$ cat src/hdl/rmq_pkg.sv
// shared types and constants for the rotation matrix to quaternion pipeline
// no dependencies; used by every cell of the chain and by the top level
package rmq_pkg;

  localparam int unsigned Lanes     = 3;
  localparam int unsigned ElemW     = 16;
  localparam int unsigned SqrtSteps = 15;
  localparam int unsigned DivSteps  = 17;
  localparam int unsigned RadW      = 30;
  localparam int unsigned SqRemW    = 18;
  localparam int unsigned RootW     = 15;
  localparam int unsigned MagW      = 17;
  localparam int unsigned DivRemW   = 17;
  localparam int unsigned DivW      = 16;
  localparam int unsigned QuoW      = 17;

  // code of the branch equals the output slot of the square-root term
  typedef enum logic [1:0] {
    BrX = 2'd0,
    BrY = 2'd1,
    BrZ = 2'd2,
    BrW = 2'd3
  } branch_e;

  typedef struct packed {
    logic [RadW-1:0]              rad;
    logic [SqRemW-1:0]            rem;
    logic [RootW-1:0]             root;
    branch_e                      br;
    logic [Lanes-1:0]             neg;
    logic [Lanes-1:0][MagW-1:0]   mag;
  } sqrt_t;

  typedef struct packed {
    logic [RootW-1:0]             q;
    branch_e                      br;
    logic [Lanes-1:0]             neg;
    logic [Lanes-1:0]             zero;
    logic [Lanes-1:0]             ovf;
    logic [Lanes-1:0][RadW-1:0]   dvd;
    logic [Lanes-1:0][DivRemW-1:0] rem;
    logic [Lanes-1:0][QuoW-1:0]   quo;
  } div_t;

endpackage

$ cat src/hdl/rmq_sqrt_cell.sv
// one digit of the integer square root, two radicand bits per cell
// depends on rmq_pkg
module rmq_sqrt_cell (
  input  logic            clk_i,
  input  logic            rst_ni,
  input  logic            in_valid_i,
  output logic            in_ready_o,
  input  rmq_pkg::sqrt_t  in_data_i,
  output logic            out_valid_o,
  input  logic            out_ready_i,
  output rmq_pkg::sqrt_t  out_data_o
);

  logic                          valid_q;
  rmq_pkg::sqrt_t                data_q, data_d;
  logic [rmq_pkg::SqRemW-1:0]    rem_sh, trial;

  assign in_ready_o  = !valid_q || out_ready_i;
  assign out_valid_o = valid_q;
  assign out_data_o  = data_q;

  always_comb begin
    data_d     = in_data_i;
    rem_sh     = {in_data_i.rem[rmq_pkg::SqRemW-3:0],
                  in_data_i.rad[rmq_pkg::RadW-1 -: 2]};
    trial      = rmq_pkg::SqRemW'({in_data_i.root, 2'b01});
    data_d.rad = {in_data_i.rad[rmq_pkg::RadW-3:0], 2'b00};
    if (rem_sh >= trial) begin
      data_d.rem  = rem_sh - trial;
      data_d.root = {in_data_i.root[rmq_pkg::RootW-2:0], 1'b1};
    end else begin
      data_d.rem  = rem_sh;
      data_d.root = {in_data_i.root[rmq_pkg::RootW-2:0], 1'b0};
    end
  end

  always_ff @(posedge clk_i or negedge rst_ni) begin
    if (!rst_ni) begin
      valid_q <= 1'b0;
    end else if (in_ready_o) begin
      valid_q <= in_valid_i;
    end
  end

  always_ff @(posedge clk_i) begin
    if (in_valid_i && in_ready_o) begin
      data_q <= data_d;
    end
  end

endmodule

$ cat config.mk
export PLATFORM = sky130hd
export DESIGN_NAME = rmq_sqrt_cell
export DESIGN_NICKNAME = d
export VERILOG_FILES = /design/src/hdl/rmq_pkg.sv /design/src/hdl/rmq_sqrt_cell.sv
export SDC_FILE = /design/constraint.sdc
export NUM_CORES = 1
export LEC_CHECK = 0
export ABC_CLOCK_PERIOD_IN_PS = 4300
export BUFFER_PORTS_ARGS = -buffer_cell sky130_fd_sc_hd__buf_2
export CAP_MARGIN = 20
export CELL_PAD_IN_SITES_DETAIL_PLACEMENT = 1
export CELL_PAD_IN_SITES_GLOBAL_PLACEMENT = 1
export CORE_UTILIZATION = 36
export CTS_CLUSTER_DIAMETER = 100
export DETAILED_ROUTE_END_ITERATION = 16
export GPL_ROUTABILITY_DRIVEN = 0
export PLACE_DENSITY = 0.88
export SETUP_SLACK_MARGIN = 0.15
export SLEW_MARGIN = 10
export SYNTH_ARGS = -nofsm -noshare
export SYNTH_HDL_FRONTEND = slang
export SYNTH_SLANG_ARGS = --single-unit
$ cat constraint.sdc
create_clock -name clk_i -period 4.3 [get_ports clk_i]
set_input_delay 0.43 -clock clk_i [delete_from_list [all_inputs] [get_ports clk_i]]
set_output_delay 0.43 -clock clk_i [all_outputs]
set_load 0.01 [all_outputs]
==> run_results.csv <==
group,metric,value,unit
placed_design,hpwl,11.3,mm
power,p_int,0.00252,W
critical_path,critical_path_required,4450,ps
clock_tree,post_cts_resized,0,
critical_path,arrival,2640,ps
route,post-route-drc-count,0,
timing,rsz0062_at_grt,"false",
timing,maxSlewHeadroom,45.1,%
power,ir_drop,0.258,mV
global_route,grt_max_degree,66,
power,swShare,24.0,%
synthesis,synth_top_area_share,72.7,%
floorplanning,core_area,12900,um2
synthesis,yosysTopAreaCell,"edfxtp_1",
clock_tree,holdBufCountCts,1,
synthesis,syn_area,4840,um2
layout,seqCellArea,3540,um2
clock_tree,cts_setup_buffers,0,
synthesis,synth_cells,296,
route,antenna_left,0,
timing,period_needed,2490,ps
synthesis,ys_top_cells_by_count,"edfxtp_1 (117), inv_1 (20), ha_1 (17)",
synthesis,synth_cell_types,47,
worst_hold_path,holdCritPathClass,"in -> reg",
clock_tree,cts_buffers,17,
floorplanning,core.rowCount,41,
timing,worst_pin_slew,824,ps
clock_tree,cts.clk_slew.worst_paths,60,ps
timing,hold_ws,203,ps
worst_hold_path,holdPathStages,1,
global_route,grt_first_pass_wirelength,24.2,mm
timing,period_share,57.9,%
critical_path,worstPathMaxFanout,15,
global_route,grt_pass1_vias,3911,
clock_tree,cts_buffer_depth,2,
synthesis,synthArstFlopShare,0.847,%
clock_tree,cts.sinks,118,
synthesis,synth_area_leaders,"edfxtp_1 (73%), ha_1 (4.4%), mux2_4 (2.8%)",
critical_path,crit_start,"in_data_i[59]",
critical_path,startpoint_type,"primary input",
layout,layout.nets,691,
clock_tree,clock_latency,400,ps
layout,multi_input_area,1170,um2
floorplanning,chipHeight,118,um
global_route,gr-total-overflow,0,
outcome,status,"complete, no violations",
global_route,grt_use_total,23.8,%
layout,drive_above_1_share,51.8,%
clock_tree,cts_tree,"yes",
floorplanning,ios,244,
timing,tns,0,ps
critical_path,ff2ff_setup_slack,2220,ps
route,drt-total-wl,16.3,mm
critical_path,end_kind,"flop",
route,drt-initial-drc-count,257,
clock_tree,cts-root-buf,"clkbuf_16",
synthesis,synth_edf_count,117,
synthesis,yosysWarnings,0,
global_route,antenna_found_initial,4,
critical_path,reg2reg_depth,3,
layout,synthToLayoutAreaGrowth,41.8,%
power,clkPwrFrac,45.7,%
power,leakagePower,2.99,nW
power,comb_power_share,12.6,%
critical_path,worstSetupPathType,"in -> reg",
critical_path,r2r-start,"out_valid_o$_DFFE_PN0N_",
route,via_per_inst,5.00,
power,power_switching,0.000797,W
worst_hold_path,holdCritStartpoint,"in_data_i[18]",
clock_tree,ctsHtreeMaxLevel,4,
synthesis,ys_seq_area_share,73.2,%
layout,fillers,1351,
synthesis,synthMostInstantiatedCell,"edfxtp_1",
placed_design,port_buffers,239,
synthesis,synthFlopType,"edfxtp_1",
timing,setup_viol,0,
power,seqPwrFrac,41.7,%
timing,finClkSkew,9.75,ps
route,routedWlPerCell,22.1,um
job,cap_violations,0,
timing,final_max_slew_viol_count,0,
floorplanning,dieArea,13900,um2
route,num_vias,3682,
timing,finalHoldViolations,0,
synthesis,synth_area_per_cell,16.3,um2
synthesis,synth_seq_cells,118,
power,p_per_area,483,nW/um2
timing,max_freq,0.401,GHz
floorplanning,start_util,37.6,%
route,first_pass_iters,5,
floorplanning,die_x,118,um
-- logic make-up after synthesis --
group           count (synthesis)  share of synthesized area (%)
mux                            15                           4.17
simple gates                   47                           4.94
other cells                     1                         0.0775
xor+xnor                       12                           2.17
flops                         118                           73.2
fa+ha+maj                      17                           4.40
compound gates                 58                           8.28
buf+inv                        28                           2.79
-- power by group through the flow --
stage | clock network, W | registers [W] | logic, W
floorplan | 0 | 0.00145 | 0.000192
global placement | 0 | 0.00140 | 0.000394
detailed placement | 0 | 0.00140 | 0.000411
CTS | 0.00154 | 0.00138 | 0.000422
global route | 0.00158 | 0.00139 | 0.000451
finish | 0.00152 | 0.00138 | 0.000418
-- final cells by class --
class                           instances  share of cell area [%]
Sequential cell                       118                    51.6
Timing Repair Buffer                  242                    17.8
Multi-Input combinational cell        151                    17.0
Clock buffer                           18                    6.26
Tap cell                              172                    3.14
Clock inverter                         14                    2.90
Inverter                               21                    1.19
Antenna cell                            1                  0.0365
-- registers in the layout, summed over array words and instances (netlist names) --
register / flops
out_data_o: 117
out_valid_o: 1
-- per-stage QoR --
stage	power, W	utilization (%)	setup WS [ps]	cell area (um2)	instances
after global placement	0.00179	48.3	1460	6210	703
after detailed placement	0.00181	48.3	1400	6210	703
after CTS	0.00334	53.2	1800	6850	736
final	0.00331	53.2	1810	6860	737
after global routing	0.00341	53.2	1720	6850	736
after floorplan	0.00164	-	467	4840	297
-- worst paths after layout --
check,to
max reg2reg,out_data_o[117]$_DFFE_PP_
min in group asynchronous,out_valid_o$_DFFE_PN0N_
max in group asynchronous,out_valid_o$_DFFE_PN0N_
min reg2reg,out_valid_o$_DFFE_PN0N_
max,out_data_o[77]$_DFFE_PP_
min,out_data_o[18]$_DFFE_PP_
-- critical path: stages --
cell and delay [ps]:
buf_2 90, inv_1 40, ha_1 410, o211ai_2 120, a21oi_2 200, o21a_1 200
nor2_1 120, o31a_4 420, inv_4 220, mux2_2 380
-- routing by layer --
layer	vias up	share of wire, %	GRT usage, %
met3	24	7.5	8.53
li1	1644	-	-
met1	1832	35	23.8
met4	6	2.3	9.29
met2	176	55	44.2
met5	-	0.23	0
-- cells in the final DEF (no fill, tap or decap), types with 4 or more instances in the layout --
cell type  count
a211oi_1       5
a21o_1         4
a21oi_1       14
buf_2        239
bufinv_16      4
clkbuf_16     17
edfxtp_1     117
ha_1          17
inv_1         20
mux2_2         5
mux2_4         9
nand2_1       11
nand2b_1       5
nand3_1        4
nor2_1        10
nor3_1         4
o21a_1         5
o21ai_0       11
xnor2_1        7
xor2_1         5
No activity file was read; power rests on OpenSTA's default activity.
