==> config.mk <==
export PLATFORM = sky130hd
export DESIGN_NAME = rmq_div_cell
export DESIGN_NICKNAME = d
export VERILOG_FILES = /design/src/hdl/rmq_pkg.sv /design/src/hdl/rmq_div_cell.sv
export SDC_FILE = /design/constraint.sdc
export NUM_CORES = 1
export LEC_CHECK = 0
export ABC_AREA = 1
export BUFFER_PORTS_ARGS = -buffer_cell sky130_fd_sc_hd__buf_2
export CAP_MARGIN = 40
export CORE_AREA = 2 2 170 172
export DETAILED_ROUTE_END_ITERATION = 8
export DIE_AREA = 0 0 172 174
export PLACE_DENSITY = 0.66
export SLEW_MARGIN = 20
export SYNTH_ARGS = -nofsm -noshare
export SYNTH_HDL_FRONTEND = slang
export SYNTH_SLANG_ARGS = --single-unit
==> constraint.sdc <==
create_clock -name clk_i -period 11 [get_ports clk_i]
set_input_delay 1.1 -clock clk_i [delete_from_list [all_inputs] [get_ports clk_i]]
set_output_delay 1.1 -clock clk_i [all_outputs]
set_load 0.1 [all_outputs]
==> src/hdl/rmq_pkg.sv <==
// shared types and constants for the rotation matrix to quaternion pipeline
// no dependencies; used by every cell of the chain and by the top level
package rmq_pkg;

  localparam int unsigned Lanes     = 3;
  localparam int unsigned ElemW     = 16;
  localparam int unsigned SqrtSteps = 15;
  localparam int unsigned DivSteps  = 17;
  localparam int unsigned RadW      = 30;
  localparam int unsigned SqRemW    = 18;
  localparam int unsigned RootW     = 15;
  localparam int unsigned MagW      = 17;
  localparam int unsigned DivRemW   = 17;
  localparam int unsigned DivW      = 16;
  localparam int unsigned QuoW      = 17;

  // code of the branch equals the output slot of the square-root term
  typedef enum logic [1:0] {
    BrX = 2'd0,
    BrY = 2'd1,
    BrZ = 2'd2,
    BrW = 2'd3
  } branch_e;

  typedef struct packed {
    logic [RadW-1:0]              rad;
    logic [SqRemW-1:0]            rem;
    logic [RootW-1:0]             root;
    branch_e                      br;
    logic [Lanes-1:0]             neg;
    logic [Lanes-1:0][MagW-1:0]   mag;
  } sqrt_t;

  typedef struct packed {
    logic [RootW-1:0]             q;
    branch_e                      br;
    logic [Lanes-1:0]             neg;
    logic [Lanes-1:0]             zero;
    logic [Lanes-1:0]             ovf;
    logic [Lanes-1:0][RadW-1:0]   dvd;
    logic [Lanes-1:0][DivRemW-1:0] rem;
    logic [Lanes-1:0][QuoW-1:0]   quo;
  } div_t;

endpackage

==> src/hdl/rmq_div_cell.sv <==
// one quotient bit of the restoring divide, for all three lanes
// depends on rmq_pkg
module rmq_div_cell (
  input  logic            clk_i,
  input  logic            rst_ni,
  input  logic            in_valid_i,
  output logic            in_ready_o,
  input  rmq_pkg::div_t   in_data_i,
  output logic            out_valid_o,
  input  logic            out_ready_i,
  output rmq_pkg::div_t   out_data_o
);

  logic                           valid_q;
  rmq_pkg::div_t                  data_q, data_d;
  logic [rmq_pkg::DivRemW-1:0]    dv, rsh;

  assign in_ready_o  = !valid_q || out_ready_i;
  assign out_valid_o = valid_q;
  assign out_data_o  = data_q;

  always_comb begin
    data_d = in_data_i;
    dv     = rmq_pkg::DivRemW'({in_data_i.q, 1'b0});
    rsh    = '0;
    for (int k = 0; k < rmq_pkg::Lanes; k++) begin
      rsh = {in_data_i.rem[k][rmq_pkg::DivRemW-2:0],
             in_data_i.dvd[k][rmq_pkg::DivSteps-1]};
      data_d.dvd[k] = {in_data_i.dvd[k][rmq_pkg::RadW-2:0], 1'b0};
      if (rsh >= dv) begin
        data_d.rem[k] = rsh - dv;
        data_d.quo[k] = {in_data_i.quo[k][rmq_pkg::QuoW-2:0], 1'b1};
      end else begin
        data_d.rem[k] = rsh;
        data_d.quo[k] = {in_data_i.quo[k][rmq_pkg::QuoW-2:0], 1'b0};
      end
    end
  end

  always_ff @(posedge clk_i or negedge rst_ni) begin
    if (!rst_ni) begin
      valid_q <= 1'b0;
    end else if (in_ready_o) begin
      valid_q <= in_valid_i;
    end
  end

  always_ff @(posedge clk_i) begin
    if (in_valid_i && in_ready_o) begin
      data_q <= data_d;
    end
  end

endmodule

==> flow_results.org <==
** Die
- Die height :: 174 µm
- Area of the die :: 29900 µm²
- Site row count :: 62
- The die is 172 µm wide.
- The core region is 28200 µm².
- Pin placement for this block handled 442 I/O pins.
- For this configuration, the core starts out at a cell density of 0.362.

** Synth
- By area the synthesized netlist is led by sky130_fd_sc_hd__edfxtp_1 (62%), sky130_fd_sc_hd__nand2_1 (14%), sky130_fd_sc_hd__inv_1 (6.3%), sky130_fd_sc_hd__ha_1 (5.5%), sky130_fd_sc_hd__nand3_1 (2.6%).
- The share of the Yosys chip area taken by registers is 0.625.
- The Yosys step of the flow raised 0 warnings.
- Number of distinct library cells after synthesis :: 30
- The synthesized design contains 213 register bits.
- The share of synthesized area in the top cell type comes to 0.622.
- Synthesized area :: 10200 µm²
- Synthesized area per cell :: 10.1 µm²
- Summed over all instances, the cell type with the most area after synthesis is sky130_fd_sc_hd__edfxtp_1.
- Post-Syn Instances :: 1009

** Outcome
- The run finished with clean final reports.

** Layout
- FILL cells :: 2746
- Summing all multi-input logic gate instances after layout gives 3080 µm².
- Final non-filler cell area :: 13600 µm²
- At the end of the flow, the number of nets in the layout was 1730.
- In the final layout, the share of cells above drive strength 1 is 0.328.
- Registers take 6390 µm².
- Layout overhead on the synthesized area :: 32.9%

** Setup path
- Walking the worst path, the cells encountered are buf_2, inv_1, nand2_1, buf_2.
- Max FO, Critical Path :: 2
- On the critical path, the stage with the largest delay is an instance of sky130_fd_sc_hd__buf_2.
- Crit path capture type :: output pin
- The largest single stage delay on the critical path is 0.42 ns.
- Data required time at the worst endpoint :: 9.90 ns
- By instance count, the cell type seen most on the critical path is sky130_fd_sc_hd__buf_2.
- Critical setup path kind :: in -> out
- Critical path startpoint category :: input pin
- Arrival time of the worst setup path :: 1.74 ns

** Clocking
- In this run the deepest clock path goes through 3 buffers.
- After clock tree synthesis, the clock-pin slew on the worst setup and hold paths is 0.06 ns.
- Buffers inserted to repair hold after CTS numbered 0.
- Post-CTS timing repair inserted 0 buffers for setup.
- In this run the number of H-tree levels came out at 1.
- TritonCTS clock tree :: done
- Clock Sink Count :: 213
- Latest clock arrival within the worst-skew pair :: 0.51 ns
- The cell sitting at the root of the clock tree is a sky130_fd_sc_hd__clkbuf_16.
- Post-cts sizing count :: 0
- Buffers inserted during clock tree synthesis total 25.

** Routing
- Once detail routing completed, the nets flagged for antenna violations numbered 0.
- Number of detailed-route iterations in the first pass :: 5
- The detailed router finished its first iteration with 553 violations.
- Total DRC errors in the routed layout :: 0
- After detailed routing, the number of vias per cell comes to 4.50.
- For this block, the via count after detailed routing is 8394.
- Summed over all layers, the routed wires come to 34.1 mm.
- After detailed routing, the average wire length per cell comes to 18.3 µm.

** Global route
- Entering global routing, the biggest net connects 63 pins.
- The first global-routing pass estimated 48.3 mm of wire.
- Antenna violations before repair :: 15
- Gr ovfl total :: 0
- Via count of the first global-routing pass :: 8275
- In the global route stage, overall resource usage came out at 0.218.

** STA
- The final-report max-slew violation count was 0.
- The worst pin sits at a relative slew slack of 0.455.
- The number of hold violations in the final report is 0.
- Based on the critical path, the design can be clocked at up to 0.352 GHz.
- Worst Skew :: 0.00929 ns
- In the finished design, the share of the clock period the worst path needs comes to 0.258.
- Min Clock Period, post-route :: 2.84 ns
- Setup TNS :: 0 ns
- At the pin with the least slew margin, the transition time is 0.818 ns.
- Setup violations remaining at the end of the flow were counted as 0.
- Setup repair after global routing left no endpoint under its margin.
- Worst Hold Margin :: 0.357 ns

** Placed design
- Once placement finished, the instance area stood at 12800 µm².
- Buffers placed on the I/O ports in this run total 429.
- After legalization and detailed placement, the total HPWL measured 27.4 mm.
- Routability-driven placement finished with a final weighted congestion of 0.858.

** Power and ir drop
- Power per Cell Area :: 182 nW/µm²
- Peak supply drop :: 0.101 mV
- Leakage component of the power :: 6.72 nW

** Job
- The tool flagged a number of max-cap violations equal to 0.

** Hold path
- Type of the most critical hold path :: in -> async
==> synth_stat cells <==
cell and number:
sky130_fd_sc_hd__nand2_1 373, sky130_fd_sc_hd__edfxtp_1 212, sky130_fd_sc_hd__inv_1 171, sky130_fd_sc_hd__nand3_1 54, sky130_fd_sc_hd__nor2_1 49, sky130_fd_sc_hd__ha_1 45
sky130_fd_sc_hd__xor2_1 18, sky130_fd_sc_hd__a21oi_1 16, sky130_fd_sc_hd__and2_1 10, sky130_fd_sc_hd__buf_4 6, sky130_fd_sc_hd__buf_6 6, sky130_fd_sc_hd__nand3b_1 6
sky130_fd_sc_hd__o21ai_0 6, sky130_fd_sc_hd__nand4_1 4, sky130_fd_sc_hd__nor2_2 4, sky130_fd_sc_hd__a21oi_2 3, sky130_fd_sc_hd__fa_1 3, sky130_fd_sc_hd__inv_4 3
sky130_fd_sc_hd__nand2_2 3, sky130_fd_sc_hd__nor3_1 3, sky130_fd_sc_hd__nand3_4 2, sky130_fd_sc_hd__o21ai_1 2, sky130_fd_sc_hd__or2_1 2, sky130_fd_sc_hd__or2_2 2
sky130_fd_sc_hd__clkinv_1 1, sky130_fd_sc_hd__conb_1 1, sky130_fd_sc_hd__dfrtp_1 1, sky130_fd_sc_hd__nand2_4 1, sky130_fd_sc_hd__or2_0 1, sky130_fd_sc_hd__xnor2_1 1
==> final cells by class <==
cell class                 instances  area share
sequential                       213       0.470
multi-input combinational        611       0.227
timing repair buffer             434       0.163
inverter                         175      0.0488
clock buffer                      34      0.0485
tap                              384      0.0353
clock inverter                     9     0.00718
antenna                            4    0.000736
==> report_power, final <==
| part | internal, mW | total, mW | switching (mW) |
|---|---|---|---|
| clock network | 0.464 | 0.787 | 0.323 |
| registers | 0.964 | 0.977 | 0.0126 |
| logic | 0.134 | 0.716 | 0.582 |
| total | 1.56 | 2.48 | 0.918 |
==> registers in the layout (all words and copies together), names as in the netlist <==
signal       count
out_data_o     212
out_valid_o      1
==> layout by cell type, fill, tap and decap left out, types with 3 or more instances in the layout <==
cell                        netlist  final
sky130_fd_sc_hd__edfxtp_1       212    212
sky130_fd_sc_hd__nand3_1         54     54
sky130_fd_sc_hd__a21oi_2          3      3
sky130_fd_sc_hd__inv_4            3      3
sky130_fd_sc_hd__and2_1          10     10
sky130_fd_sc_hd__nor3_1           3      3
sky130_fd_sc_hd__nor2_1          49     49
sky130_fd_sc_hd__buf_2            0    429
sky130_fd_sc_hd__nand4_1          4      4
sky130_fd_sc_hd__o21ai_0          6      6
sky130_fd_sc_hd__diode_2          0      4
sky130_fd_sc_hd__fa_1             3      3
sky130_fd_sc_hd__nand2_1        373    373
sky130_fd_sc_hd__nor2_2           4      4
sky130_fd_sc_hd__a21oi_1         16     15
sky130_fd_sc_hd__nand2_2          3      3
sky130_fd_sc_hd__conb_1           1      3
sky130_fd_sc_hd__nand3b_1         6      6
sky130_fd_sc_hd__xor2_1          18     18
sky130_fd_sc_hd__buf_4            6      3
sky130_fd_sc_hd__ha_1            45     45
sky130_fd_sc_hd__clkbuf_1         0      9
sky130_fd_sc_hd__clkbuf_16        0     25
sky130_fd_sc_hd__clkinv_1         1      4
sky130_fd_sc_hd__inv_1          171    171
==> per-layer routing <==
layer	track usage	vias to the layer above	wire length (µm)
li1	-	4142	-
met1	0.233	3859	12300
met2	0.394	297	17000
met3	0.0836	78	3530
met4	0.0651	18	1120
met5	0	-	118
==> path summary, 6_finish.rpt <==
path                                               from                        to  slack, ns  cells past startpoint
worst max-delay path                        out_ready_i                in_ready_o       8.16                      4
worst min-delay path                             rst_ni   out_valid_o$_DFFE_PN0N_       0.36                      1
worst max register to register  out_valid_o$_DFFE_PN0N_  out_data_o[47]$_DFFE_PP_       8.55                      4
worst min register to register  out_valid_o$_DFFE_PN0N_   out_valid_o$_DFFE_PN0N_       0.59                      2
max in group asynchronous                        rst_ni   out_valid_o$_DFFE_PN0N_      10.56                      1
min in group clk_i              out_valid_o$_DFFE_PN0N_   out_valid_o$_DFFE_PN0N_       0.59                      2
==> worst max-delay path: cells and delay by family <==
family	cells	cell delay, ns
buffers and inverters	3	0.56
AND/OR/NAND/NOR	1	0.07
==> cells by family (layout without fill, tap and decap cells) <==
kind of cell | after synthesis | after routing | share of synthesized area
buf+inv | 187 | 652 | 0.0759
compound gates | 27 | 27 | 0.0143
xor+xnor | 19 | 19 | 0.0163
flops | 213 | 213 | 0.625
other cells | 1 | 7 | 0.000367
fa+ha+maj | 48 | 48 | 0.0609
simple gates | 514 | 514 | 0.208
==> through the flow <==
step	util	total power [mW]	worst slack, ns	cells
2_1_floorplan	-	1.57	3.21	1011
3_3_place_gp	0.453	1.71	7.61	1815
4_1_cts	0.481	2.51	8.17	1860
3_5_place_dp	0.455	1.71	7.70	1817
5_1_grt	0.482	2.58	8.06	1862
6_report	0.482	2.48	8.16	1864
(Power assumes the default switching activity.)
