===== src/hdl/rmq_pkg.sv =====
// shared types and constants for the rotation matrix to quaternion pipeline
// no dependencies; used by every cell of the chain and by the top level
package rmq_pkg;

  localparam int unsigned Lanes     = 3;
  localparam int unsigned ElemW     = 16;
  localparam int unsigned SqrtSteps = 15;
  localparam int unsigned DivSteps  = 17;
  localparam int unsigned RadW      = 30;
  localparam int unsigned SqRemW    = 18;
  localparam int unsigned RootW     = 15;
  localparam int unsigned MagW      = 17;
  localparam int unsigned DivRemW   = 17;
  localparam int unsigned DivW      = 16;
  localparam int unsigned QuoW      = 17;

  // code of the branch equals the output slot of the square-root term
  typedef enum logic [1:0] {
    BrX = 2'd0,
    BrY = 2'd1,
    BrZ = 2'd2,
    BrW = 2'd3
  } branch_e;

  typedef struct packed {
    logic [RadW-1:0]              rad;
    logic [SqRemW-1:0]            rem;
    logic [RootW-1:0]             root;
    branch_e                      br;
    logic [Lanes-1:0]             neg;
    logic [Lanes-1:0][MagW-1:0]   mag;
  } sqrt_t;

  typedef struct packed {
    logic [RootW-1:0]             q;
    branch_e                      br;
    logic [Lanes-1:0]             neg;
    logic [Lanes-1:0]             zero;
    logic [Lanes-1:0]             ovf;
    logic [Lanes-1:0][RadW-1:0]   dvd;
    logic [Lanes-1:0][DivRemW-1:0] rem;
    logic [Lanes-1:0][QuoW-1:0]   quo;
  } div_t;

endpackage


===== src/hdl/rmq_if.sv =====
// valid/ready channels for matrix items and quaternion items
// depends on rmq_pkg for the element width
interface rmq_in_if;
  logic                              valid;
  logic                              ready;
  logic signed [rmq_pkg::ElemW-1:0]  elem_0;
  logic signed [rmq_pkg::ElemW-1:0]  elem_1;
  logic signed [rmq_pkg::ElemW-1:0]  elem_2;
  logic signed [rmq_pkg::ElemW-1:0]  elem_3;
  logic signed [rmq_pkg::ElemW-1:0]  elem_4;
  logic signed [rmq_pkg::ElemW-1:0]  elem_5;
  logic signed [rmq_pkg::ElemW-1:0]  elem_6;
  logic signed [rmq_pkg::ElemW-1:0]  elem_7;
  logic signed [rmq_pkg::ElemW-1:0]  elem_8;
  modport source (output valid, elem_0, elem_1, elem_2, elem_3, elem_4, elem_5, elem_6,
                  elem_7, elem_8, input ready);
  modport sink (input valid, elem_0, elem_1, elem_2, elem_3, elem_4, elem_5, elem_6,
                elem_7, elem_8, output ready);
endinterface



===== src/hdl/rmq_front.sv =====
// input cell: branch choice, radicand and the three signed numerators
// depends on rmq_pkg and rmq_if
module rmq_front (
  input  logic               clk_i,
  input  logic               rst_ni,
  rmq_in_if.sink             in_i,
  output logic               out_valid_o,
  input  logic               out_ready_i,
  output rmq_pkg::sqrt_t     out_data_o
);

  logic                  valid_q;
  rmq_pkg::sqrt_t        data_q, data_d;
  logic signed [18:0]    a0, a1, a2, a3, a4, a5, a6, a7, a8;
  logic signed [18:0]    tr, s;
  logic signed [18:0]    na, nb, nc, nd, ne, nf;
  logic signed [18:0]    n [rmq_pkg::Lanes];
  rmq_pkg::branch_e      br;

  assign in_i.ready  = !valid_q || out_ready_i;
  assign out_valid_o = valid_q;
  assign out_data_o  = data_q;

  always_comb begin
    a0 = 19'(in_i.elem_0);
    a1 = 19'(in_i.elem_1);
    a2 = 19'(in_i.elem_2);
    a3 = 19'(in_i.elem_3);
    a4 = 19'(in_i.elem_4);
    a5 = 19'(in_i.elem_5);
    a6 = 19'(in_i.elem_6);
    a7 = 19'(in_i.elem_7);
    a8 = 19'(in_i.elem_8);
    tr = a0 + a4 + a8;
    na = a5 - a7;
    nb = a6 - a2;
    nc = a1 - a3;
    nd = a3 + a1;
    ne = a6 + a2;
    nf = a7 + a5;
    if (tr > 0) begin
      br = rmq_pkg::BrW;
      s  = 19'sd16384 + tr;
      n[0] = na; n[1] = nb; n[2] = nc;
    end else if (a0 > a4 && a0 > a8) begin
      br = rmq_pkg::BrX;
      s  = 19'sd16384 + a0 - a4 - a8;
      n[0] = nd; n[1] = ne; n[2] = na;
    end else if (a4 > a8) begin
      br = rmq_pkg::BrY;
      s  = 19'sd16384 + a4 - a0 - a8;
      n[0] = nd; n[1] = nf; n[2] = nb;
    end else begin
      br = rmq_pkg::BrZ;
      s  = 19'sd16384 + a8 - a0 - a4;
      n[0] = ne; n[1] = nf; n[2] = nc;
    end
    data_d      = '0;
    data_d.br   = br;
    // negative radicand is clamped to zero
    data_d.rad  = (s > 0) ? {1'b0, s[16:0], 12'b0} : '0;
    for (int k = 0; k < rmq_pkg::Lanes; k++) begin
      data_d.neg[k] = n[k][18];
      data_d.mag[k] = n[k][18] ? rmq_pkg::MagW'(-n[k]) : rmq_pkg::MagW'(n[k]);
    end
  end

  always_ff @(posedge clk_i or negedge rst_ni) begin
    if (!rst_ni) begin
      valid_q <= 1'b0;
    end else if (in_i.ready) begin
      valid_q <= in_i.valid;
    end
  end

  always_ff @(posedge clk_i) begin
    if (in_i.valid && in_i.ready) begin
      data_q <= data_d;
    end
  end

endmodule


===== src/flat_wrapper.sv =====
// flat-port wrapper written by rule: the top's interface ports become plain ports
module rmq_front_flat 
  (clk_i, rst_ni, out_valid_o, out_ready_i, out_data_o, in_i_valid, in_i_elem_0, in_i_elem_1, in_i_elem_2, in_i_elem_3, in_i_elem_4, in_i_elem_5, in_i_elem_6, in_i_elem_7, in_i_elem_8, in_i_ready);
  rmq_in_if in_i_i ();
  input  logic clk_i;
  input  logic rst_ni;
  output logic out_valid_o;
  input  logic out_ready_i;
  output rmq_pkg::sqrt_t out_data_o;
  input wire logic [$bits(in_i_i.valid)-1:0] in_i_valid;
  input wire logic [$bits(in_i_i.elem_0)-1:0] in_i_elem_0;
  input wire logic [$bits(in_i_i.elem_1)-1:0] in_i_elem_1;
  input wire logic [$bits(in_i_i.elem_2)-1:0] in_i_elem_2;
  input wire logic [$bits(in_i_i.elem_3)-1:0] in_i_elem_3;
  input wire logic [$bits(in_i_i.elem_4)-1:0] in_i_elem_4;
  input wire logic [$bits(in_i_i.elem_5)-1:0] in_i_elem_5;
  input wire logic [$bits(in_i_i.elem_6)-1:0] in_i_elem_6;
  input wire logic [$bits(in_i_i.elem_7)-1:0] in_i_elem_7;
  input wire logic [$bits(in_i_i.elem_8)-1:0] in_i_elem_8;
  output wire logic [$bits(in_i_i.ready)-1:0] in_i_ready;
  assign in_i_i.valid = in_i_valid;
  assign in_i_i.elem_0 = in_i_elem_0;
  assign in_i_i.elem_1 = in_i_elem_1;
  assign in_i_i.elem_2 = in_i_elem_2;
  assign in_i_i.elem_3 = in_i_elem_3;
  assign in_i_i.elem_4 = in_i_elem_4;
  assign in_i_i.elem_5 = in_i_elem_5;
  assign in_i_i.elem_6 = in_i_elem_6;
  assign in_i_i.elem_7 = in_i_elem_7;
  assign in_i_i.elem_8 = in_i_elem_8;
  assign in_i_ready = in_i_i.ready;
  rmq_front u_core (.clk_i(clk_i), .rst_ni(rst_ni), .in_i(in_i_i), .out_valid_o(out_valid_o), .out_ready_i(out_ready_i), .out_data_o(out_data_o));
endmodule

===== config.mk =====
export PLATFORM = sky130hd
export DESIGN_NAME = rmq_front_flat
export DESIGN_NICKNAME = d
export VERILOG_FILES = /design/src/hdl/rmq_pkg.sv /design/src/hdl/rmq_if.sv /design/src/hdl/rmq_front.sv /design/src/flat_wrapper.sv
export SDC_FILE = /design/constraint.sdc
export NUM_CORES = 1
export LEC_CHECK = 0
export ABC_AREA = 1
export BUFFER_PORTS_ARGS = -buffer_cell sky130_fd_sc_hd__buf_2
export CAP_MARGIN = 10
export CORE_ASPECT_RATIO = 0.8
export CORE_MARGIN = 4
export CORE_UTILIZATION = 50
export CTS_BUF_LIST = sky130_fd_sc_hd__clkbuf_4 sky130_fd_sc_hd__clkbuf_8
export DETAILED_ROUTE_END_ITERATION = 7
export GPL_TIMING_DRIVEN = 0
export PLACE_DENSITY_LB_ADDON = 0.08
export SLEW_MARGIN = 40
export SYNTH_ARGS = -nofsm -noshare
export SYNTH_HDL_FRONTEND = slang
export SYNTH_SLANG_ARGS = --single-unit
export TNS_END_PERCENT = 30

===== constraint.sdc =====
create_clock -name clk_i -period 10.15 [get_ports clk_i]
set_input_delay 0 -clock clk_i [delete_from_list [all_inputs] [get_ports clk_i]]
set_output_delay 0 -clock clk_i [all_outputs]
set_load 0.005 [all_outputs]

==> summary.md <==
| Metric | Value |
|---|---|
| # DRC | 2 |
| Vias | 21.8k |
| Register bit total from synthesis | 74 |
| Power Density | 163 nW/um^2 |
| Post-synth cell types | 56 |
| Syn-to-layout area delta | 11.5% |
| Post-synthesis cell area | 19400 um^2 |
| Initial Util | 50.6% |
| DRT Wirelength | 75.5 mm |
| Antenna violations before repair | 0 |
| Global route hottest layer | met1 |
| Seq/Total Area, Yosys | 11.4% |
| Worst vdd ir | 82.7 uV |
| Largest net degree at the start of global routing | 20 |
| Leading cell type in the layout, fill and taps excluded | nand2_1 |
| CP max stage cell | a21boi_1 |
| Crit path top cell by count | nand2_1 |
| H-tree depth | 3 |
| Core ar. | 38300 um^2 |
| Slew HR | 34.9% |
| Clock skew | 5.13 ps |
| Critical Path RT | 10250 ps |
| Mean Syn Cell Area | 6.24 um^2 |
| Yosys warnings | 0 |
| WHS Endpoint | u_core.out_data_o[14]$_DFFE_PP_ |
| Placed insts | 3872 |
| Die Ht | 184 um |
| Max Cap Viol | 0 |
| CTS tree | yes |
| Worst path arrival time | 6290 ps |
| WHS Path Cells | 3 |
| Startpoint Class | primary input |
| Failing checks | DRC |
| Post-synth EDFFs | 73 |
| FP Rows | 64 |
| Post-route antenna net violation count | 0 |
| Gr usage total | 34.0% |
| CP max FO | 10 |
| Post-layout util | 56.4% |
| Crit end category | flop |
| Worst-Skew Late Latency | 340 ps |
| FF-to-FF End | u_core.out_data_o[109]$_SDFFCE_PP0P_ |
| Setup slack, reg-to-reg | 8340 ps |
| Hold Startpoint | out_ready_i |
| Die area | 42000 um^2 |
| Reg clk slew, reported paths | 80 ps |
| Tmin final | 6190 ps |
| CTS Buffer Depth | 2 |
| Status | finished, violations left |
| Syn Inst Count | 3106 |
| Met1 Track Usage GR | 54.4% |
| Tcrit/Tclk final | 61.0% |
| M2 GR Usage | 45.9% |
| Met3 Resource Use GR | 9.85% |
| Hold crit path type | in -> reg |
| Die width | 228 um |
| Port bufs | 222 |
| Asr flop ratio synth | 1.35% |
| Final net count | 3869 |
| 1st-iter DRT viols | 2598 |
| Setup TNS | 0 ps |
| Diodes inserted | 0 |
| Via count of the first global-routing pass | 19.6k |
| Commonest cells after routing, fill and taps aside | nand2_1, inv_1, ha_1 |
| Final Hold Fails | 0 |
| Slew Viols, Final | 0 |
| Io pins | 269 |
| Crit Path Category | in -> reg |
| Final RePlAce weighted congestion | 1.03 |
| Slowest stage delay, CP | 720 ps |
| Root Buffer | clkbuf_8 |
| Share of layout cells above drive strength 1 | 11.6% |
| Total CTS buffers | 9 |
| Fin cells | 3892 |
| Vias per inst | 5.60 |
| 1st-pass router iterations | 8 |
| Unrepaired setup endpoints after global routing | false |
| DP HPWL | 66.4 mm |
| Reg2reg start | u_core.out_valid_o$_DFFE_PN0N_ |
| Worst slew pin tran | 971 ps |
| Wire length per cell | 19.4 um |
| Peak Freq | 161 MHz |
| Final setup violation count | 0 |
| First-pass GRT wire length | 113 mm |
| Leak Pwr | 12.3 nW |
| Ys flop type | edfxtp_1 |
| GRT overflow | 0 |
| Clk sinks | 74 |
| Reg2Reg Depth | 4 |
[cell usage after synthesis (10+ instances only)]
cell	n	area share, %
nor3_1	30	0.77
a21boi_0	10	0.39
o21ai_0	113	2.9
nand4_1	48	1.5
fa_1	34	3.5
a21oi_1	196	5.1
a31oi_1	10	0.32
nand2_2	16	0.52
nor2_2	15	0.48
nand3b_1	16	0.62
xor2_1	131	5.9
buf_4	56	2.2
nand3_1	251	6.5
or2_2	19	0.61
ha_1	295	19
o21bai_1	22	0.85
nand2_1	920	18
nor2_1	226	4.4
xnor2_1	39	1.8
inv_1	460	8.9
buf_2	19	0.49
a21o_1	19	0.74
clkbuf_1	17	0.33
edfxtp_1	73	11
[worst max-delay path, delay by kind of cell]
kind            cells  cell delay (ps)
fa+ha+maj           3              870
compound gates      3             1210
simple gates       28             3350
xor+xnor            1              180
buf+inv             6              660
[metrics by stage]
| step | hold WS [ps] | setup WS (ps) | total power, mW | area (um^2) |
|---|---|---|---|---|
| 5_1_grt | 243 | 3620 | 3.80 | 21600 |
| 3_5_place_dp | -225 | 3850 | 3.17 | 21300 |
| 3_3_place_gp | -225 | 3720 | 3.12 | 21300 |
| 4_1_cts | 179 | 4200 | 3.42 | 21600 |
| 6_report | 207 | 3960 | 3.52 | 21600 |
| 2_1_floorplan | -296 | 5480 | 2.31 | 19500 |
[final cells by class]
class,instances,area [um^2]
Tap cell,495,619
Sequential cell,74,2220
Buffer,103,699
Fill cell,3852,16700
Timing Repair Buffer,230,1210
Clock buffer,9,124
Inverter,466,1750
Multi-Input combinational cell,2508,14900
Clock inverter,7,93.8
[sequential cells by signal, indices dropped and copies added (netlist names)]
signal              flops
u_core.out_data_o      73
u_core.out_valid_o      1
[how the worst max path moves through the flow]
stage	from	endpoint	slack, ps
2_1_floorplan	in_i_elem_8[2]	u_core.out_data_o[115]$_SDFFCE_PP0P_	5480
3_3_place_gp	in_i_elem_8[2]	u_core.out_data_o[115]$_SDFFCE_PP0P_	3720
3_5_place_dp	in_i_elem_8[2]	u_core.out_data_o[114]$_SDFFCE_PP0P_	3850
4_1_cts	in_i_elem_8[2]	u_core.out_data_o[114]$_SDFFCE_PP0P_	4200
5_1_grt	in_i_elem_8[2]	u_core.out_data_o[114]$_SDFFCE_PP0P_	3620
6_report	in_i_elem_8[2]	u_core.out_data_o[114]$_SDFFCE_PP0P_	3960
[routing by layer]
metal  share of wire [%]  routed length, um  vias to the layer above
li1                    -                  -                    10500
met5                   0                  0                        -
met1                  49              36900                    10100
met4                0.74                556                        0
met2                  37              27900                     1157
met3                  14              10200                       51
[report_power, final]
part	leakage (nW)	internal (mW)	switching [mW]	total (mW)
clock network	0.107	0.138	0.107	0.245
logic	11.5	0.908	1.87	2.78
registers	0.708	0.477	0.0211	0.498
total	12.3	1.52	2.00	3.52
[kinds of logic (layout without fill, tap and decap cells)]
| logic type | count (synthesis) | after routing | synth area share, % |
|---|---|---|---|
| mux | 1 | 1 | 0.0517 |
| other cells | 1 | 46 | 0.0194 |
| flops | 74 | 74 | 11.4 |
| buf+inv | 569 | 815 | 12.6 |
| compound gates | 409 | 409 | 11.7 |
| xor+xnor | 170 | 170 | 7.68 |
| simple gates | 1553 | 1553 | 33.9 |
| fa+ha+maj | 329 | 329 | 22.6 |
[repair_timing]
action                    4_1_cts  5_1_grt
buffers inserted                0        0
resized for setup               0        0
hold endpoints to repair        2        0
hold buffers                    4        0
(Power assumes the default switching activity.)
