===== config.mk =====
export PLATFORM = sky130hd
export DESIGN_NAME = rmq_back_flat
export DESIGN_NICKNAME = d
export VERILOG_FILES = /design/src/hdl/rmq_pkg.sv /design/src/hdl/rmq_if.sv /design/src/hdl/rmq_back.sv /design/src/flat_wrapper.sv
export SDC_FILE = /design/constraint.sdc
export NUM_CORES = 1
export LEC_CHECK = 0
export BUFFER_PORTS_ARGS = -buffer_cell sky130_fd_sc_hd__buf_2
export CORE_AREA = 2 2 112 114
export CTS_CLUSTER_DIAMETER = 120
export DETAILED_ROUTE_END_ITERATION = 6
export DIE_AREA = 0 0 114 116
export GPL_TIMING_DRIVEN = 0
export PLACE_DENSITY = 0.84
export SYNTH_ARGS = -nofsm -noshare
export SYNTH_HDL_FRONTEND = slang
export SYNTH_SLANG_ARGS = --single-unit

===== constraint.sdc =====
create_clock -name clk_i -period 7.4 [get_ports clk_i]
set_input_delay 0.74 -clock clk_i [delete_from_list [all_inputs] [get_ports clk_i]]
set_output_delay 0.74 -clock clk_i [all_outputs]
set_load 0.01 [all_outputs]

===== src/hdl/rmq_pkg.sv =====
// shared types and constants for the rotation matrix to quaternion pipeline
// no dependencies; used by every cell of the chain and by the top level
package rmq_pkg;

  localparam int unsigned Lanes     = 3;
  localparam int unsigned ElemW     = 16;
  localparam int unsigned SqrtSteps = 15;
  localparam int unsigned DivSteps  = 17;
  localparam int unsigned RadW      = 30;
  localparam int unsigned SqRemW    = 18;
  localparam int unsigned RootW     = 15;
  localparam int unsigned MagW      = 17;
  localparam int unsigned DivRemW   = 17;
  localparam int unsigned DivW      = 16;
  localparam int unsigned QuoW      = 17;

  // code of the branch equals the output slot of the square-root term
  typedef enum logic [1:0] {
    BrX = 2'd0,
    BrY = 2'd1,
    BrZ = 2'd2,
    BrW = 2'd3
  } branch_e;

  typedef struct packed {
    logic [RadW-1:0]              rad;
    logic [SqRemW-1:0]            rem;
    logic [RootW-1:0]             root;
    branch_e                      br;
    logic [Lanes-1:0]             neg;
    logic [Lanes-1:0][MagW-1:0]   mag;
  } sqrt_t;

  typedef struct packed {
    logic [RootW-1:0]             q;
    branch_e                      br;
    logic [Lanes-1:0]             neg;
    logic [Lanes-1:0]             zero;
    logic [Lanes-1:0]             ovf;
    logic [Lanes-1:0][RadW-1:0]   dvd;
    logic [Lanes-1:0][DivRemW-1:0] rem;
    logic [Lanes-1:0][QuoW-1:0]   quo;
  } div_t;

endpackage


===== src/hdl/rmq_if.sv =====


interface rmq_out_if;
  logic                              valid;
  logic                              ready;
  logic signed [rmq_pkg::ElemW-1:0]  quat_x;
  logic signed [rmq_pkg::ElemW-1:0]  quat_y;
  logic signed [rmq_pkg::ElemW-1:0]  quat_z;
  logic signed [rmq_pkg::ElemW-1:0]  quat_w;
  modport source (output valid, quat_x, quat_y, quat_z, quat_w, input ready);
  modport sink (input valid, quat_x, quat_y, quat_z, quat_w, output ready);
endinterface


===== src/hdl/rmq_back.sv =====
// output cell: sign, saturation and placement of the four components
// depends on rmq_pkg and rmq_if
module rmq_back (
  input  logic            clk_i,
  input  logic            rst_ni,
  input  logic            in_valid_i,
  output logic            in_ready_o,
  input  rmq_pkg::div_t   in_data_i,
  rmq_out_if.source       out_o
);

  localparam logic [15:0] SatPos = 16'h7fff;
  localparam logic [15:0] SatNeg = 16'h8000;

  logic                valid_q;
  logic [3:0][15:0]    slot_q, slot_d;
  logic [2:0][15:0]    lane;

  assign in_ready_o   = !valid_q || out_o.ready;
  assign out_o.valid  = valid_q;
  assign out_o.quat_x = slot_q[0];
  assign out_o.quat_y = slot_q[1];
  assign out_o.quat_z = slot_q[2];
  assign out_o.quat_w = slot_q[3];

  always_comb begin
    for (int k = 0; k < rmq_pkg::Lanes; k++) begin
      if (in_data_i.zero[k]) begin
        lane[k] = '0;
      end else if (in_data_i.ovf[k]) begin
        lane[k] = in_data_i.neg[k] ? SatNeg : SatPos;
      end else if (!in_data_i.neg[k]) begin
        lane[k] = (in_data_i.quo[k] > 17'd32767) ? SatPos : in_data_i.quo[k][15:0];
      end else begin
        lane[k] = (in_data_i.quo[k] > 17'd32768) ? SatNeg : 16'(-in_data_i.quo[k][15:0]);
      end
    end
    // lanes fill the slots other than the root's, in order
    for (int s = 0; s < 4; s++) begin
      if (s == int'(in_data_i.br)) begin
        slot_d[s] = 16'(in_data_i.q);
      end else if (s < int'(in_data_i.br)) begin
        slot_d[s] = lane[s];
      end else begin
        slot_d[s] = lane[s-1];
      end
    end
  end

  always_ff @(posedge clk_i or negedge rst_ni) begin
    if (!rst_ni) begin
      valid_q <= 1'b0;
    end else if (in_ready_o) begin
      valid_q <= in_valid_i;
    end
  end

  always_ff @(posedge clk_i) begin
    if (in_valid_i && in_ready_o) begin
      slot_q <= slot_d;
    end
  end

endmodule


===== src/flat_wrapper.sv =====
// flat-port wrapper written by rule: the top's interface ports become plain ports
module rmq_back_flat 
  (clk_i, rst_ni, in_valid_i, in_ready_o, in_data_i, out_o_valid, out_o_quat_x, out_o_quat_y, out_o_quat_z, out_o_quat_w, out_o_ready);
  rmq_out_if out_o_i ();
  input  logic clk_i;
  input  logic rst_ni;
  input  logic in_valid_i;
  output logic in_ready_o;
  input  rmq_pkg::div_t in_data_i;
  output wire logic [$bits(out_o_i.valid)-1:0] out_o_valid;
  output wire logic [$bits(out_o_i.quat_x)-1:0] out_o_quat_x;
  output wire logic [$bits(out_o_i.quat_y)-1:0] out_o_quat_y;
  output wire logic [$bits(out_o_i.quat_z)-1:0] out_o_quat_z;
  output wire logic [$bits(out_o_i.quat_w)-1:0] out_o_quat_w;
  input wire logic [$bits(out_o_i.ready)-1:0] out_o_ready;
  assign out_o_valid = out_o_i.valid;
  assign out_o_quat_x = out_o_i.quat_x;
  assign out_o_quat_y = out_o_i.quat_y;
  assign out_o_quat_z = out_o_i.quat_z;
  assign out_o_quat_w = out_o_i.quat_w;
  assign out_o_i.ready = out_o_ready;
  rmq_back u_core (.clk_i(clk_i), .rst_ni(rst_ni), .in_valid_i(in_valid_i), .in_ready_o(in_ready_o), .in_data_i(in_data_i), .out_o(out_o_i));
endmodule

==> metrics, run 1 <==
status=finished, final reports clean; initial antenna violation count=1; CP Max Fanout=10; Synth Cell Area=0.00514 mm2; Yosys cell types=72; Post-CTS Setup Bufs=0; critical-path cell list=buf_2 > inv_1 > ha_1 > nor3b_1 > nand3_1 > o21a_1 > clkbuf_1 > buf_1 > o311ai_1 > o22ai_1; vias in the first global route=5,152; die area=0.0132 mm2; top cells by area, synth=edfxtp_1 37%, o21ai_0 5.1%, nand2_1 4.4%; gr usage total=0.283; Tcrit/Tclk final=0.495; core area=0.0119 mm2; Crit. End Element=flop; commonest non-fill, non-tap cell in the layout=buf_2; total CTS buffers=9; gr ovfl total=0; Max Cap Viol=0; r2r setup slk=5.62 ns; Rel. slew slack=0.313; Yosys warnings=0; vias per cell=6.60; largest net degree at the start of global routing=35; root buffer cell=clkbuf_16; simple-gate portion of the synthesized area=0.235; Synth Area in Compound Gates=0.312; CTS tree=built; Final WS setup=3.74 ns; max incr delay on CP=0.75 ns; Avg WL per Cell=21.0 um; antenna violation net count after detailed routing=0; Worst EP required=7.42 ns; clock latency at the later pin of the worst-skew pair=0.34 ns; clk_skew=0.00751 ns; Initial Util=0.432; mux cell area share after synthesis=0.00633; Post-Synth Adder-Cell Area=0.0146; ant diodes=0; CTS Buffer Depth=2; CP max-delay cell=o311ai_1; Area Overhead vs Synth=22.9%; Post-Syn Instances=596; Mapped Avg Cell Area=8.63 um2; Die Y=116 um; Final GP Congestion=1.02; final worst path period need=3.66 ns; Final Util=0.531; fmax=273 MHz; Worst setup SP type=input port; Worst Path Arrival=3.69 ns; chip width=114 um; Leak=0.00233 uW; Post-synth EDFFs=64; largest area contributor in the netlist=edfxtp_1; DR pass1 iterations=6; Resized Gates After CTS=0; Synth Register Bits=65; largest family of logic cells by synthesized area=compound AO/OA/AOI/OAI gates; CTS HTree Levels=3; syn_nets=824; Slew Limit Fails=0; cell row count=40; final setup fails=0; area share of the largest cell type after synthesis=0.374; CP Buf/Inv Count=4; commonest cells after routing, fill and taps aside=138 x buf_2, 64 x edfxtp_1, 60 x nand2_1; worst setup path class=in -> reg; Iteration-0 DRC Markers=922; final-report hold violation count=0; class of the worst hold path=in -> async; dpl hpwl=14,300 um; pwr dens=180 mW/mm2; VDD IR max=0.000126 V; PortBufs=137; Nets=973; Post-Synth XOR/XNOR Area=0.00511; cts hold-fix bufs=0; dpl ws=3.59 ns; I/O pin cnt=288; first-pass GRT wire length=28,900 um; clock slew at reported path FFs=0.06 ns; Seq/Total Area, Yosys=0.379; DRC errors left=0; Async SR Flop Fraction=0.0154; DR vias=5,920; ys flop type=edfxtp_1; share of cells above drive strength 1=0.237; final setup TNS=0 ns; RSZ-0062 raised after global routing=false; Clock Sinks=65; wirelength, routed=18,800 um; CP top delay family=compound AO/OA/AOI/OAI gates; Worst-Margin Slew=1.02 ns
==> worst paths after layout <==
| kind | start | end | cells after the start |
|---|---|---|---|
| setup reg to reg | u_core.out_o.valid | u_core.out_o.quat_z[10] | 3 |
| min in group clk_i | u_core.out_o.valid | u_core.out_o.valid | 2 |
| max in group asynchronous | rst_ni | u_core.out_o.valid | 1 |
| hold / removal | rst_ni | u_core.out_o.valid | 1 |
| setup / recovery | in_data_i[18] | u_core.out_o.quat_z[15] | 10 |
| hold reg to reg | u_core.out_o.valid | u_core.out_o.valid | 2 |
==> cells by family (layout without fill, tap and decap cells) <==
family,after synthesis,after routing
buf+inv,63,217
simple gates,226,226
xor+xnor,3,3
mux,3,3
compound gates,230,230
fa+ha+maj,6,6
flops,65,65
==> worst register-to-register path, delay by kind of cell, from the launching register on <==
family	cells	cell delay (ns)
and+or+nand+nor	2	0.79
DFF	1	0.37
buffers and inverters	1	0.29
==> per-stage QoR <==
stage	power, uW	instances	cell area (um2)	hold WS (ns)
CTS	1130	897	6320	0.167
global route	1180	897	6320	0.164
floorplan	597	596	5140	0.444
global placement	713	880	6010	0.515
finish	1140	897	6320	0.171
detailed placement	714	881	6030	0.515
==> final cells by class <==
class,count,area (um2)
sequential,65,1950
multi-input combinational,468,2950
clock inverter,6,58.8
clock buffer,10,229
timing repair buffer,138,706
fill,1154,5590
buffer,36,144
tap,147,184
inverter,27,101
==> Yosys cell counts, types with 4 or more instances <==
cell type	number
nand4b_1	4
a21oi_1	36
nand3_1	9
and3_1	4
ha_1	6
o41ai_1	8
inv_1	26
a22oi_1	6
a221oi_1	5
nand2b_1	7
edfxtp_1	64
or4_1	8
a211oi_1	9
nand2_1	60
nor2b_1	4
nor4_1	19
nand4_1	12
o22ai_1	5
a22o_1	8
o31a_1	4
o2bb2ai_1	7
o211ai_1	4
nor2_1	36
a31oi_1	8
o21ai_0	52
and2_1	5
o31ai_1	16
or3_1	7
o311ai_1	5
nor3b_1	8
clkbuf_1	33
o2111ai_1	8
nor3_1	28
o21a_1	8
o21ai_1	6
o311ai_0	5
==> per-layer routing <==
layer  share of wire  wire, um  GRT usage
met2            0.42      7920      0.424
met3            0.12      2300     0.0507
met5         0.00069        13          0
met4           0.029       540     0.0870
met1            0.43      8050      0.416
==> power breakdown <==
group | switching (uW) | internal, uW
logic | 180 | 89.6
registers | 8.02 | 441
clock network | 160 | 258
total | 348 | 789
==> flip-flops by register name, summed over array words and instances, names as in the netlist <==
signal,cells
u_core.out_o.quat_z,16
u_core.out_o.quat_x,16
u_core.out_o.valid,1
u_core.out_o.quat_w,16
u_core.out_o.quat_y,16
No activity file was read; power rests on OpenSTA's default activity.
==> run 2, diff against run 1 <==
--- a/config.mk
+++ b/config.mk
@@ -5,13 +5,14 @@
 export SDC_FILE = /design/constraint.sdc
 export NUM_CORES = 1
 export LEC_CHECK = 0
+export ABC_AREA = 1
 export BUFFER_PORTS_ARGS = -buffer_cell sky130_fd_sc_hd__buf_2
-export CORE_AREA = 2 2 112 114
+export CORE_MARGIN = 2
+export CORE_UTILIZATION = 46
 export CTS_CLUSTER_DIAMETER = 120
 export DETAILED_ROUTE_END_ITERATION = 6
-export DIE_AREA = 0 0 114 116
 export GPL_TIMING_DRIVEN = 0
-export PLACE_DENSITY = 0.84
+export PLACE_DENSITY = 0.88
 export SYNTH_ARGS = -nofsm -noshare
 export SYNTH_HDL_FRONTEND = slang
 export SYNTH_SLANG_ARGS = --single-unit
==> constraint.sdc (replaced) <==
create_clock -name clk_i -period 3.8 [get_ports clk_i]
set_input_delay 0.38 -clock clk_i [delete_from_list [all_inputs] [get_ports clk_i]]
set_output_delay 0.38 -clock clk_i [all_outputs]
set_load 0.01 [all_outputs]
==> metrics, run 2 <==
status=finished, final reports clean; RSZ-0062 raised after global routing=false; antenna violation net count after detailed routing=0 (unchanged); r2r endpoint=u_core.out_o.quat_w[13]; clock latency at the later pin of the worst-skew pair=0.33 ns (about the same); Worst EP required=3.99 ns (-3.43 ns); VDD IR max=0.000223 V (+77%); Tot Pwr=2140 uW (+89%); chip width=112 um (-1.7%); DR pass1 iterations=6 (unchanged); root buffer cell=clkbuf_16; r2r setup slk=2.11 ns (-3.51 ns); final-report hold violation count=0 (unchanged); commonest non-fill, non-tap cell in the layout=nand2_1; HP Start=in_valid_i; Final GP Congestion=1.03 (+0.76%); Seq/Total Area, Yosys=0.363 (-0.0161); final setup TNS=0 ns (unchanged); Die Y=112 um (-3.4%); most common cell in the synthesized netlist=nand2_1; DR vias=6,267 (+5.9%); CTS Buffer Depth=2 (unchanged); largest net degree at the start of global routing=28 (-20%); area share of the largest cell type after synthesis=0.358 (-0.0159); Yosys warnings=0 (unchanged); CTS HTree Levels=3 (unchanged); hold path depth=3; PortBufs=146 (+6.6%); Rel. slew slack=0.648 (+0.335); Synth Cell Area=0.00537 mm2 (+4.5%); wirelength, routed=19,600 um (+4.1%); Nets=1,198 (+23%); I/O pin cnt=288 (unchanged); Worst Hold End=u_core.out_o.valid; commonest cells after routing, fill and taps aside=262 x nand2_1, 196 x nand3_1, 165 x buf_2; pwr dens=325 mW/mm2 (+81%); Post-synth EDFFs=64 (unchanged); vias in the first global route=5,609 (+8.9%); gr ovfl total=0 (unchanged); vias per cell=5.61 (-15%); Yosys cell types=29 (-60%); Tcrit/Tclk final=0.522; gr usage total=0.308 (+0.0251); Max Cap Viol=0 (unchanged); die area=0.0126 mm2 (-5.1%); largest area contributor in the netlist=edfxtp_1; syn_nets=1,038 (+26%); Post-Syn Instances=810 (+36%); Area Overhead vs Synth=22.8%; initial antenna violation count=0 (-1); worst setup path class=in -> reg; Async SR Flop Fraction=0.0154 (unchanged); total CTS buffers=9 (unchanged); clk_skew=0.00735 ns (-0.000167 ns); Worst setup SP type=input port; share of cells above drive strength 1=0.207 (-0.0299); final setup fails=0 (unchanged); Worst-Margin Slew=0.526 ns (-0.495 ns); core area=0.0114 mm2 (-4.1%); Mapped Avg Cell Area=6.63 um2 (-23%); Initial Util=0.470 (+0.0387); Resized Gates After CTS=0 (unchanged); R2R depth=3 (unchanged); Clock Sinks=65 (unchanged); Multi-input gate area=0.00298 mm2 (+1.1%); DRC errors left=0 (unchanged); ys flop type=edfxtp_1; Iteration-0 DRC Markers=745 (-19%); Reg area=0.00195 mm2 (unchanged); Synth Register Bits=65 (unchanged); first-pass GRT wire length=30,100 um (+4.0%); class of the worst hold path=in -> reg; Worst Path Arrival=2.18 ns (-1.51 ns); top cells by area, synth=edfxtp_1 36%, nand2_1 18%, nand3_1 18%; ant diodes=0 (unchanged); CP Max Fanout=10 (unchanged); Slew Limit Fails=0 (unchanged); clock slew at reported path FFs=0.06 ns (about the same); Leak=0.00311 uW (+33%); Filler cells=1,129 (-2.2%); Crit. End Element=flop; dpl hpwl=15,500 um (+7.9%); Avg WL per Cell=17.5 um (-16%); CTS tree=built; cell row count=39 (-2.5%); fmax=504 MHz; Synth top cells by count=262 x nand2_1, 196 x nand3_1, 94 x nor2_1; final worst path period need=1.99 ns; Reg-to-Reg Start=u_core.out_o.valid
run 2: per-stage QoR:
stage,util,hold WS (ns),instances,cell area (um2),setup slack (ns)
global route,0.577,0.307,1117,6590,1.71
global placement,0.550,0.155,1099,6280,0.188
CTS,0.577,0.307,1117,6590,1.89
floorplan,-,0.0844,810,5370,1.07
detailed placement,0.554,0.156,1101,6330,1.55
finish,0.577,0.302,1117,6590,1.81
run 2: cells by family after synthesis:
kind of cell | after synthesis | share of synthesized area
AOI/OAI and AO/OA | 22 | 0.0252
xor gates and xnor gates | 14 | 0.0228
adders and majority gates | 6 | 0.0140
buffers and inverters | 107 | 0.0841
DFF | 65 | 0.363
and+or+nand+nor | 596 | 0.491
run 2: critical path, stage by stage:
cell and delay, ns:
buf_2 0.14, inv_1 0.08, ha_1 0.24, nand3_2 0.14, nor2_4 0.25, nand3_2 0.10, nand2_2 0.16, buf_6 0.17
nand3b_1 0.08, nand3_1 0.16, nand3_1 0.14, nand3_1 0.12
run 2: what timing repair did:
item / CTS / global route
setup buffers: 0 / 0
hold buffers: 1 / 0
setup endpoints to repair: 0 / 0
hold endpoints to repair: 1 / 0
run 2: final cells by class:
cell class	instances	area share
buffer	34	0.0269
clock buffer	10	0.0347
clock inverter	5	0.00361
inverter	73	0.0416
multi-input combinational	638	0.452
sequential	65	0.295
tap	143	0.0271
timing repair buffer	149	0.118
run 2: how the worst max path moves through the flow:
stage,from,to
global route,in_data_i[18],u_core.out_o.quat_z[15]
finish,in_data_i[17],u_core.out_o.quat_y[3]
global placement,out_o_ready,u_core.out_o.quat_w[15]
CTS,in_data_i[17],u_core.out_o.quat_y[5]
detailed placement,in_data_i[17],u_core.out_o.quat_z[15]
floorplan,out_o_ready,u_core.out_o.quat_w[0]
run 2: power by group:
part / internal [uW] / switching (uW) / total, uW
clock network: 431 / 306 / 737
logic: 173 / 350 / 523
registers: 859 / 25.3 / 884
total: 1460 / 681 / 2140
run 2: layer usage:
metal  vias to the layer above  GRT usage  part of all wire
met5                         -          0                 0
met4                         0      0.101             0.028
met3                        32     0.0437             0.096
met2                       383      0.491              0.46
met1                      2835      0.436              0.42
li1                       3017          -                 -
